`src/pcdc_pkg.sv`:
```
// Shared constants, types and field decoders of the pixel channel depth converter.
package pcdc_pkg;

	localparam int PIXEL_BITS        = 64;
	localparam int MAX_CHANNEL_DEPTH = 16;
	localparam int NUM_CHANNELS      = 4;
	localparam int SHIFT_FIELD_BITS  = 6;
	localparam int DEPTH_FIELD_BITS  = 5;
	localparam int SHIFT_REG_BITS    = NUM_CHANNELS * SHIFT_FIELD_BITS;
	localparam int DEPTH_REG_BITS    = NUM_CHANNELS * DEPTH_FIELD_BITS;
	localparam int CFG_DATA_BITS     = SHIFT_REG_BITS;
	localparam int CFG_INDEX_BITS    = 2;
	localparam int PROD_BITS         = 32;
	localparam int NUM_STAGES        = 5;

	localparam logic [63:0] PIXEL_MASK = {64{1'b1}} >> (64 - PIXEL_BITS);

	typedef logic [63:0]                    pixel_t;
	typedef logic [SHIFT_FIELD_BITS-1:0]    shift_t;
	typedef logic [DEPTH_FIELD_BITS-1:0]    depth_t;
	typedef logic [MAX_CHANNEL_DEPTH-1:0]   chan_t;
	typedef logic [PROD_BITS-1:0]           prod_t;
	typedef logic [SHIFT_REG_BITS-1:0]      shift_reg_t;
	typedef logic [DEPTH_REG_BITS-1:0]      depth_reg_t;

	typedef enum logic [CFG_INDEX_BITS-1:0] {
		REG_SRC_SHIFTS = 2'd0,
		REG_SRC_DEPTHS = 2'd1,
		REG_DST_SHIFTS = 2'd2,
		REG_DST_DEPTHS = 2'd3
	} cfg_reg_t;

	// One load enable per pipeline stage, stage 1 in bit 0.
	typedef struct packed {
		logic [NUM_STAGES-1:0] en;
	} pipe_ctl_t;

	function automatic shift_t field_shift(input shift_reg_t r, input int unsigned ch);
		return r[SHIFT_FIELD_BITS*ch +: SHIFT_FIELD_BITS];
	endfunction

	// Depth fields above the maximum saturate to the maximum.
	function automatic depth_t field_depth(input depth_reg_t r, input int unsigned ch);
		depth_t d;
		d = r[DEPTH_FIELD_BITS*ch +: DEPTH_FIELD_BITS];
		if (d > depth_t'(MAX_CHANNEL_DEPTH))
			d = depth_t'(MAX_CHANNEL_DEPTH);
		return d;
	endfunction

	function automatic chan_t ones_f(input depth_t d);
		return chan_t'(({1'b0, {MAX_CHANNEL_DEPTH{1'b0}}} | (1 << d)) - 1);
	endfunction

	// floor(2^32 / (2^d - 1)); depth 1 uses 2^32 - 1, which the correction step fixes up.
	function automatic prod_t recip_f(input depth_t d);
		prod_t m;
		case (d)
			5'd1:    m = 32'hFFFF_FFFF;
			5'd2:    m = 32'h5555_5555;
			5'd3:    m = 32'h2492_4924;
			5'd4:    m = 32'h1111_1111;
			5'd5:    m = 32'h0842_1084;
			5'd6:    m = 32'h0410_4104;
			5'd7:    m = 32'h0204_0810;
			5'd8:    m = 32'h0101_0101;
			5'd9:    m = 32'h0080_4020;
			5'd10:   m = 32'h0040_1004;
			5'd11:   m = 32'h0020_0400;
			5'd12:   m = 32'h0010_0100;
			5'd13:   m = 32'h0008_0040;
			5'd14:   m = 32'h0004_0010;
			5'd15:   m = 32'h0002_0004;
			5'd16:   m = 32'h0001_0001;
			default: m = '0;
		endcase
		return m;
	endfunction

endpackage

```
`src/pcdc_lane.sv`:
```
// One channel: extract, widen by the destination all-ones value, divide by the source one.
module pcdc_lane (
	input  logic                clk,
	input  pcdc_pkg::pipe_ctl_t ctl,
	input  pcdc_pkg::pixel_t    pixel,
	input  pcdc_pkg::shift_t    src_shift,
	input  pcdc_pkg::depth_t    src_depth,
	input  pcdc_pkg::depth_t    dst_depth,
	output pcdc_pkg::chan_t     value_s3
);

	pcdc_pkg::pixel_t  shifted;
	pcdc_pkg::chan_t   raw;
	pcdc_pkg::prod_t   prod_d;
	pcdc_pkg::prod_t   prod_s1;
	pcdc_pkg::prod_t   prod_s2;
	pcdc_pkg::prod_t   quot_s2;
	logic [63:0]       recip_prod;
	pcdc_pkg::prod_t   divisor;
	pcdc_pkg::prod_t   back_mul;
	pcdc_pkg::prod_t   remainder;
	pcdc_pkg::prod_t   quot_fix;
	logic              present;

	// Stage 1: cut the channel out and multiply by 2^dst - 1 as a shift and subtract.
	always_comb begin
		shifted = pixel >> src_shift;
		raw     = shifted[pcdc_pkg::MAX_CHANNEL_DEPTH-1:0] & pcdc_pkg::ones_f(src_depth);
		prod_d  = (pcdc_pkg::prod_t'(raw) << dst_depth) - pcdc_pkg::prod_t'(raw);
	end

	always_ff @(posedge clk) begin
		if (ctl.en[0])
			prod_s1 <= prod_d;
	end

	// Stage 2: reciprocal estimate of the quotient, low by at most one.
	assign recip_prod = 64'(prod_s1) * 64'(pcdc_pkg::recip_f(src_depth));

	always_ff @(posedge clk) begin
		if (ctl.en[1]) begin
			quot_s2 <= recip_prod[63:32];
			prod_s2 <= prod_s1;
		end
	end

	// Stage 3: one compare and increment; the back multiply is a shift and subtract.
	always_comb begin
		divisor   = pcdc_pkg::prod_t'(pcdc_pkg::ones_f(src_depth));
		back_mul  = (quot_s2 << src_depth) - quot_s2;
		remainder = prod_s2 - back_mul;
		quot_fix  = (remainder >= divisor) ? quot_s2 + 1'b1 : quot_s2;
		present   = (src_depth != '0) && (dst_depth != '0);
	end

	always_ff @(posedge clk) begin
		if (ctl.en[2])
			value_s3 <= present ? quot_fix[pcdc_pkg::MAX_CHANNEL_DEPTH-1:0] : '0;
	end

endmodule

```
`config.mk`:
```
export PLATFORM = sky130hd
export DESIGN_NAME = pcdc_lane
export DESIGN_NICKNAME = d
export VERILOG_FILES = /design/src/pcdc_pkg.sv /design/src/pcdc_lane.sv
export SDC_FILE = /design/constraint.sdc
export NUM_CORES = 2
export LEC_CHECK = 0
export BUFFER_PORTS_ARGS = -buffer_cell sky130_fd_sc_hd__buf_2
export CAP_MARGIN = 25
export CORE_MARGIN = 2
export CORE_UTILIZATION = 60
export DETAILED_ROUTE_END_ITERATION = 6
export PLACE_DENSITY_LB_ADDON = 0.3
export SYNTH_ARGS = -nofsm -noshare
export SYNTH_HDL_FRONTEND = slang
export SYNTH_SLANG_ARGS = --single-unit
```
`constraint.sdc`:
```
create_clock -name clk -period 24.5 [get_ports clk]
set_clock_uncertainty 0.05 [all_clocks]
set_input_delay 3.675 -clock clk [delete_from_list [all_inputs] [get_ports clk]]
set_output_delay 3.675 -clock clk [all_outputs]
set_load 0.005 [all_outputs]
```
==> summary.txt <==
Power and ir drop
  • Pwr per Cell Area: 87.91 mW/mm²
  • Max VDD drop: 0.1107 mV
  • LEAKAGE: 0.02393 µW

Yosys
  • Cell Area, Synth: 0.04625 mm²
  • Sequential element share of the synthesized area: 0.07272
  • Yosys cell types: 98
  • Syn_area_per_cell: 9.107 µm²
  • Post-synth EDFFs: 112
  • Mapped Cells: 5078
  • Synthesized flop and latch total: 112
  • Asr flop ratio synth: 0
  • Ys flop type: edfxtp_1
  • Syn_nets: 6422
  • Synth warn: 0

Floorplanning
  • IO Count: 102
  • Initial core utilization: 0.6079
  • Core Box Area: 0.07608 mm²
  • Die Y: 281.6 µm
  • Die ar.: 0.07932 mm²
  • Std cell rows: 101
  • Die Wd: 281.6 µm

Worst setup path
  • Setup crit end kind: flip-flop
  • Type of origin of the critical path: input port
  • Slowest CP cell: nor4_1
  • Critical path's largest stage delay: 0.90 ns
  • WP data required: 24.59 ns
  • Most frequent CP cell: fa_1
  • Crit path buf inv count: 8
  • Critical Setup Path Class: input port to flip-flop
  • CP top delay family: adder cells
  • Worst Path Max Fanout: 37
  • Arrival @ worst endpoint: 16.41 ns

Clock network
  • Cts bufs inserted: 9
  • Hold_buf cts: 0
  • H-tree depth: 3
  • Total clock sinks: 112
  • Latest clock arrival within the worst-skew pair: 0.39 ns
  • CTS Buffer Depth: 2
  • Setup Fix Bufs, Post-CTS: 0
  • Post_cts resized: 0
  • Clock root buffer: clkbuf_16
  • Clock tree from TritonCTS: built
  • Reg clk slew, reported paths: 0.09 ns

Layout
  • Final instance area: 0.04792 mm²
  • Commonest non-fill, non-tap cell in the layout: inv_1
  • Layout cells sized above 1: 0.07740
  • Area grow syn2layout: 3.620%
  • Nets@finish: 6352
  • Most frequent cells in the layout: 1107 x inv_1, 882 x fa_1, 613 x nand2_1, 376 x ha_1, 343 x and2_1
  • Core Util, Final: 0.6299

Global routing
  • Vias in the first global route: 39185
  • Largest net degree at the start of global routing: 65
  • Total gr overflow: 0
  • Initial antenna violation count: 7
  • GRT Overall Usage: 0.3964
  • First-pass GRT wire length: 233.8 mm

Timing
  • Hold_ws: 0.4540 ns
  • Setup TNS: 0 ns
  • Tcrit/Tclk final: 0.6661
  • Worst slew pin tran: 1.144 ns
  • Slew margin rel.: 0.2327
  • PnR worst setup slack: 8.180 ns
  • Unrepaired setup endpoints after global routing: false
  • Slew Viols, Final: 0
  • Finish-stage setup viols: 0
  • Endpoints failing hold: 0
  • Achievable Freq: 61.27 MHz
  • Post-layout min period: 16.32 ns

Drt
  • DRT antenna net count: 0
  • DR pass1 iterations: 6
  • Via density: 6.208
  • Drt total wl: 151.5 mm
  • DRC violations left: 0
  • 1st-iter DRT viols: 4579
  • Vias: 37551
  • WL per Instance: 25.05 µm

Min path
  • Worst hold-check path type: flip-flop to flip-flop

Placed design
  • PortBufs: 99
  • Dpl cell area: 0.04758 mm²
  • Hpwl dp: 118.0 mm
  • RePlAce Congestion: 1.037
  • DP Worst Slack: 8.015 ns

Job
  • Max cap viols: 0

Run status
  • Outcome: finished clean
## kinds of logic after synthesis
logic type	count (synthesis)	synth area share
xor gates and xnor gates	105	0.01989
DFF	112	0.07272
muxes	247	0.07938
and+or+nand+nor	1419	0.1483
adders and majority gates	1258	0.4835
AOI/OAI and AO/OA	568	0.08217
buffers and inverters	1369	0.1141
## power breakdown
group / total (µW) / switching (µW) / internal [µW] / leakage, µW
Sequential: 385 / 55.6 / 329 / 0.00111
Combinational: 3670 / 2240 / 1430 / 0.0227
Clock: 157 / 83.5 / 73.5 / 0.000151
Total: 4210 / 2380 / 1830 / 0.0239
## cells in the mapped netlist (35+ instances only)
cell type  count  area share
a21o_1        56      0.0091
a21oi_1      149       0.016
and2_1       343       0.046
clkbuf_1     198       0.016
edfxtp_1     112       0.073
fa_1         882        0.38
ha_1         376        0.10
inv_1       1108       0.090
mux2_2        35      0.0085
mux2i_1      118       0.026
mux4_2        86       0.042
nand2_1      614       0.050
nand3_1       37      0.0040
nor2_1       198       0.016
nor3_1        44      0.0048
o21ai_0       95       0.010
xnor2_1       70       0.013
xor2_1        35      0.0066
## per-stage QoR
step	instances	power [µW]
final	6049	4213
after detailed placement	6025	3931
after CTS	6041	4123
after floorplan	5078	2831
after global routing	6043	4565
after global placement	6024	3877
## routing by layer
metal | GRT usage | wire length (µm) | vias to the layer above
li1 | - | - | 15875
met1 | 0.5233 | 56730 | 18560
met2 | 0.6111 | 66970 | 2542
met3 | 0.1041 | 18550 | 570
met4 | 0.1920 | 9278 | 4
met5 | 0 | 27 | -
## registers in the layout, summed over array words and instances (netlist names)
signal / count
value_s3: 16
prod_s1: 32
quot_s2: 32
prod_s2: 32
## layout make-up
class,instances,area (µm²)
Clock inverter,7,86.33
Timing Repair Buffer,173,1051
Sequential cell,112,3363
Antenna cell,6,15.01
Tap cell,1030,1289
Fill cell,6490,28150
Multi-Input combinational cell,3597,37710
Clock buffer,9,225.2
Inverter,1115,4185
## worst paths after layout
kind                                   start          end  slack (ns)  depth (start not counted)
worst min-delay path              prod_s1[8]   prod_s2[8]        0.45                          0
worst max register to register   prod_s1[20]  quot_s2[29]       12.98                         27
worst min register to register    prod_s1[8]   prod_s2[8]        0.45                          0
worst max-delay path            src_depth[1]  quot_s2[29]        8.18                         34
Power figures use the tool's default switching activity.
