### config.mk
export PLATFORM = sky130hd
export DESIGN_NAME = pcdc_ctrl
export DESIGN_NICKNAME = d
export VERILOG_FILES = /design/src/pcdc_pkg.sv /design/src/pcdc_ctrl.sv
export SDC_FILE = /design/constraint.sdc
export NUM_CORES = 1
export LEC_CHECK = 0
export BUFFER_PORTS_ARGS = -buffer_cell sky130_fd_sc_hd__buf_2
export CAP_MARGIN = 20
export CORE_AREA = 10 10 47 49
export CTS_CLUSTER_DIAMETER = 120
export DETAILED_ROUTE_END_ITERATION = 7
export DIE_AREA = 0 0 57 59
export PLACE_DENSITY = 0.37
export SYNTH_ARGS = -nofsm -noshare
export SYNTH_HDL_FRONTEND = slang
export SYNTH_SLANG_ARGS = --single-unit
### constraint.sdc
create_clock -name clk -period 1.13 [get_ports clk]
set_input_delay 0.0565 -clock clk [delete_from_list [all_inputs] [get_ports clk]]
set_output_delay 0.0565 -clock clk [all_outputs]
set_load 0.1 [all_outputs]
### src/pcdc_pkg.sv
// Shared constants, types and field decoders of the pixel channel depth converter.
package pcdc_pkg;

	localparam int PIXEL_BITS        = 64;
	localparam int MAX_CHANNEL_DEPTH = 16;
	localparam int NUM_CHANNELS      = 4;
	localparam int SHIFT_FIELD_BITS  = 6;
	localparam int DEPTH_FIELD_BITS  = 5;
	localparam int SHIFT_REG_BITS    = NUM_CHANNELS * SHIFT_FIELD_BITS;
	localparam int DEPTH_REG_BITS    = NUM_CHANNELS * DEPTH_FIELD_BITS;
	localparam int CFG_DATA_BITS     = SHIFT_REG_BITS;
	localparam int CFG_INDEX_BITS    = 2;
	localparam int PROD_BITS         = 32;
	localparam int NUM_STAGES        = 5;

	localparam logic [63:0] PIXEL_MASK = {64{1'b1}} >> (64 - PIXEL_BITS);

	typedef logic [63:0]                    pixel_t;
	typedef logic [SHIFT_FIELD_BITS-1:0]    shift_t;
	typedef logic [DEPTH_FIELD_BITS-1:0]    depth_t;
	typedef logic [MAX_CHANNEL_DEPTH-1:0]   chan_t;
	typedef logic [PROD_BITS-1:0]           prod_t;
	typedef logic [SHIFT_REG_BITS-1:0]      shift_reg_t;
	typedef logic [DEPTH_REG_BITS-1:0]      depth_reg_t;

	typedef enum logic [CFG_INDEX_BITS-1:0] {
		REG_SRC_SHIFTS = 2'd0,
		REG_SRC_DEPTHS = 2'd1,
		REG_DST_SHIFTS = 2'd2,
		REG_DST_DEPTHS = 2'd3
	} cfg_reg_t;

	// One load enable per pipeline stage, stage 1 in bit 0.
	typedef struct packed {
		logic [NUM_STAGES-1:0] en;
	} pipe_ctl_t;

	function automatic shift_t field_shift(input shift_reg_t r, input int unsigned ch);
		return r[SHIFT_FIELD_BITS*ch +: SHIFT_FIELD_BITS];
	endfunction

	// Depth fields above the maximum saturate to the maximum.
	function automatic depth_t field_depth(input depth_reg_t r, input int unsigned ch);
		depth_t d;
		d = r[DEPTH_FIELD_BITS*ch +: DEPTH_FIELD_BITS];
		if (d > depth_t'(MAX_CHANNEL_DEPTH))
			d = depth_t'(MAX_CHANNEL_DEPTH);
		return d;
	endfunction

	function automatic chan_t ones_f(input depth_t d);
		return chan_t'(({1'b0, {MAX_CHANNEL_DEPTH{1'b0}}} | (1 << d)) - 1);
	endfunction

	// floor(2^32 / (2^d - 1)); depth 1 uses 2^32 - 1, which the correction step fixes up.
	function automatic prod_t recip_f(input depth_t d);
		prod_t m;
		case (d)
			5'd1:    m = 32'hFFFF_FFFF;
			5'd2:    m = 32'h5555_5555;
			5'd3:    m = 32'h2492_4924;
			5'd4:    m = 32'h1111_1111;
			5'd5:    m = 32'h0842_1084;
			5'd6:    m = 32'h0410_4104;
			5'd7:    m = 32'h0204_0810;
			5'd8:    m = 32'h0101_0101;
			5'd9:    m = 32'h0080_4020;
			5'd10:   m = 32'h0040_1004;
			5'd11:   m = 32'h0020_0400;
			5'd12:   m = 32'h0010_0100;
			5'd13:   m = 32'h0008_0040;
			5'd14:   m = 32'h0004_0010;
			5'd15:   m = 32'h0002_0004;
			5'd16:   m = 32'h0001_0001;
			default: m = '0;
		endcase
		return m;
	endfunction

endpackage

### src/pcdc_ctrl.sv
// Stage valid bits and per-stage load enables of the converter pipeline.
module pcdc_ctrl (
	input  logic                clk,
	input  logic                arst_n,
	input  logic                in_valid,
	input  logic                out_ready,
	output logic                in_ready,
	output logic                out_valid,
	output pcdc_pkg::pipe_ctl_t ctl
);

	logic [pcdc_pkg::NUM_STAGES-1:0] vld_q;
	logic [pcdc_pkg::NUM_STAGES-1:0] en;

	// A stage loads when it is empty or when the stage after it loads too.
	always_comb begin
		en[pcdc_pkg::NUM_STAGES-1] = !vld_q[pcdc_pkg::NUM_STAGES-1] || out_ready;
		for (int k = pcdc_pkg::NUM_STAGES - 2; k >= 0; k--) begin
			en[k] = !vld_q[k] || en[k+1];
		end
	end

	always_ff @(posedge clk or negedge arst_n) begin
		if (!arst_n) begin
			vld_q <= '0;
		end else begin
			if (en[0])
				vld_q[0] <= in_valid;
			for (int k = 1; k < pcdc_pkg::NUM_STAGES; k++) begin
				if (en[k])
					vld_q[k] <= vld_q[k-1];
			end
		end
	end

	assign ctl.en    = en;
	assign in_ready  = en[0];
	assign out_valid = vld_q[pcdc_pkg::NUM_STAGES-1];

endmodule

==> results.ini <==
[critical_path]
setup.worst_path.end_class = output port
critical_path.max_fanout = 4
critical_path.n_buffers_inverters = 2
critical-path-top-delay-family = flip-flops
required_ns = 1.07
worst_setup_path_startpoint = vld_q[4]
data_arrival_time_of_the_critical_path_ns = 1.35
slowest_stage = sky130_fd_sc_hd__dfrtp_4
critical_path.reg2reg.startpoint = vld_q[4]
timing.critical_path.from_type = flip-flop
critical-path-max-stage-delay_ns = 0.46
criticalPathCategory = reg -> out
critical_path_cell_by_cell = and4b_2, buf_6, nand2_8, buf_12

[clocking]
clockBufferDepth = 2
clock_insertion_delay_worst_skew_ns = 0.24
cts_tree = built
clk_pin_slew_worst_paths_ns = 0.04
cts-buffers-inserted = 3
clk_root_buffer_cell = sky130_fd_sc_hd__clkbuf_4
clock_sink_count = 5
clock_tree.htree_level_count = 1

[global_route]
grtUsageTotal_pct = 4.028
grt_antenna_before_repair = 0
grt_pass1_wl_um = 1007
first_global_vias = 242
grt.overflow.total = 0
grt_start_max_net_pins = 6

[final_layout]
layout_top_registers = vld_q: 5 flops
finalNetCount = 43
largest_register_ff_count = 5
antenna-diode-count = 0
final_layout_size_suffix_gt1_share_pct = 65.79
syn_to_final_growth_pct = 137.8
largest-register = vld_q

[drt]
drtIter0Drc = 3
dr.pass1.iters = 2
vias_per_cell = 3.741
wirelength_um = 593
routed_wire_length_per_instance_um = 10.98
dr_total_vias = 202
antenna_left = 0
drc = 0

[place]
post-place-ws_ns = -0.1426
detailedPlacementHpwl_um = 487
placement.io_buffers = 10
gp_routability_congestion = 0.6431

[pwr]
sequential_share_of_power_pct = 25.9
total_leakage_power_nw = 0.2252
power.switching_uw = 358.4
power.clock.fraction_pct = 23.2
pwr_density_cell_mw_per_mm2 = 1699
peak_supply_drop_mv = 0.4167
p_int_uw = 510.9
sw_frac_of_total_pct = 41.23
combinationalPowerShare_pct = 51.0

[synthesis]
yosysTopAreaCell = sky130_fd_sc_hd__dfrtp_1
synth.yosys.seq_area_share_pct = 58.14
ys_ff_latch = 5
avgSynthCellArea_um2 = 11.96
yosys.cell_types.count = 12
yosys-top-cells-area = sky130_fd_sc_hd__dfrtp_1 58%, sky130_fd_sc_hd__nand2b_1 8.7%, sky130_fd_sc_hd__buf_6 5.2%
syn-cell-area_um2 = 215.2
synth_cells = 18
synth_warnings = 0
synth.net_count = 22
synth_top_area_share_pct = 58.14

[timing]
setup_tns_ns = -1.429
worst_pin_slew_ns = 0.3260
hold_viol_final = 0
finalWorstSetupSlack_ns = -0.2734
period_needed_ns = 1.403
rsz_0062_raised_after_global_routing = yes
report.final.slew_viol_count = 0
post-route-period-util_pct = 124.2
clock.fmax_mhz = 712.5
relSlewSlack_pct = 78.27
clock_skew_ns = 0.002742
setup_viol = 9

[floorplan]
io_pins = 11
die-area_mm2 = 0.003363
core_area_mm2 = 0.001401
die-width_um = 57
floorplan.die.height_um = 59
start_util_pct = 15.36
placementRows = 14

[worst_hold_path]
min-delay-path-class = in -> reg
hold_start = out_ready

[job]
drv.max_cap_violation_count = 0

[run_status]
run_status = finished, violations left
violations = negative setup slack

-- path summary, 6_finish.rpt --
| kind | slack (ns) | depth (start not counted) | to |
|---|---|---|---|
| max | -0.27 | 4 | ctl[1] |
| min | 0.15 | 3 | vld_q[4] |
| max reg2reg | -0.21 | 4 | vld_q[2] |
| min reg2reg | 0.46 | 1 | vld_q[3] |
| max in group asynchronous | 0.82 | 2 | vld_q[4] |
| min in group asynchronous | 0.16 | 2 | vld_q[3] |
-- worst min-delay path: stages --
cell and delay, ns:
sky130_fd_sc_hd__buf_2 0.10, sky130_fd_sc_hd__nand2b_4 0.13, sky130_fd_sc_hd__nand2b_1 0.06
-- synth_stat cells --
cell	number
sky130_fd_sc_hd__dfrtp_1	5
sky130_fd_sc_hd__nand2b_1	3
sky130_fd_sc_hd__a21o_1	1
sky130_fd_sc_hd__a31o_1	1
sky130_fd_sc_hd__and4b_1	1
sky130_fd_sc_hd__buf_4	1
sky130_fd_sc_hd__buf_6	1
sky130_fd_sc_hd__inv_1	1
sky130_fd_sc_hd__nand2_1	1
sky130_fd_sc_hd__nand3_1	1
sky130_fd_sc_hd__nand3b_1	1
sky130_fd_sc_hd__or2_1	1
-- metrics by stage --
stage / power, mW / hold slack [ns] / util (%) / std cells / instance area (µm²)
finish: 0.8693 / 0.1531 / 36.52 / 54 / 511.7
global route: 0.9079 / 0.1622 / 36.52 / 54 / 511.7
CTS: 0.8886 / 0.1404 / 36.52 / 54 / 511.7
detailed placement: 0.6386 / -0.1208 / 30.71 / 45 / 430.4
global placement: 0.6354 / -0.1250 / 30.71 / 45 / 430.4
floorplan: 0.4922 / -0.2391 / - / 18 / 251.5
-- metal layers --
metal	wire length (µm)	GRT usage (%)
met1	253	3.584
met2	298	5.891
met3	42	2.790
met4	0	4.027
met5	0	0
-- what timing repair did --
item                                    in CTS  in global routing
hold buffers                                 2                  0
resized for setup                            3                  0
pin swaps                                    3                  1
gates cloned                                 0                  0
hold endpoints to repair                     6                  0
buffers inserted                             3                  0
endpoints found under the setup margin       7                  9
-- area by class of cell --
cell class	count	area (µm²)
Timing Repair Buffer	18	224.0
Clock buffer	4	26.28
Multi-Input combinational cell	10	105.1
Fill cell	142	889.6
Inverter	1	7.507
Sequential cell	5	128.9
Tap cell	16	20.02
-- power groups by stage --
stage	Sequential, mW	Clock (mW)	Combinational, mW
floorplan	0.250	0	0.242
global placement	0.227	0	0.409
detailed placement	0.228	0	0.411
CTS	0.225	0.216	0.447
global route	0.229	0.222	0.457
finish	0.225	0.201	0.443
-- layout by cell type, fill, tap and decap left out --
| cell type | n |
|---|---|
| sky130_fd_sc_hd__clkbuf_4 | 3 |
| sky130_fd_sc_hd__dfrtp_4 | 1 |
| sky130_fd_sc_hd__and4b_2 | 1 |
| sky130_fd_sc_hd__buf_6 | 1 |
| sky130_fd_sc_hd__clkinvlp_4 | 1 |
| sky130_fd_sc_hd__nand2b_1 | 2 |
| sky130_fd_sc_hd__dfrtp_1 | 4 |
| sky130_fd_sc_hd__nand2_8 | 1 |
| sky130_fd_sc_hd__buf_12 | 7 |
| sky130_fd_sc_hd__buf_2 | 3 |
| sky130_fd_sc_hd__nand3_4 | 1 |
| sky130_fd_sc_hd__or2_1 | 1 |
| sky130_fd_sc_hd__clkbuf_1 | 1 |
| sky130_fd_sc_hd__a31o_1 | 1 |
| sky130_fd_sc_hd__a21o_1 | 1 |
| sky130_fd_sc_hd__nand3b_1 | 1 |
| sky130_fd_sc_hd__buf_4 | 5 |
| sky130_fd_sc_hd__nand2b_4 | 1 |
| sky130_fd_sc_hd__dlygate4sd3_1 | 2 |
-- kinds of logic after synthesis --
kind of cell,synth area share [%]
AND/OR/NAND/NOR,23.84
flip-flops,58.14
buffers and inverters,10.46
AO/OA/AOI/OAI,7.560
(Power assumes the default switching activity.)
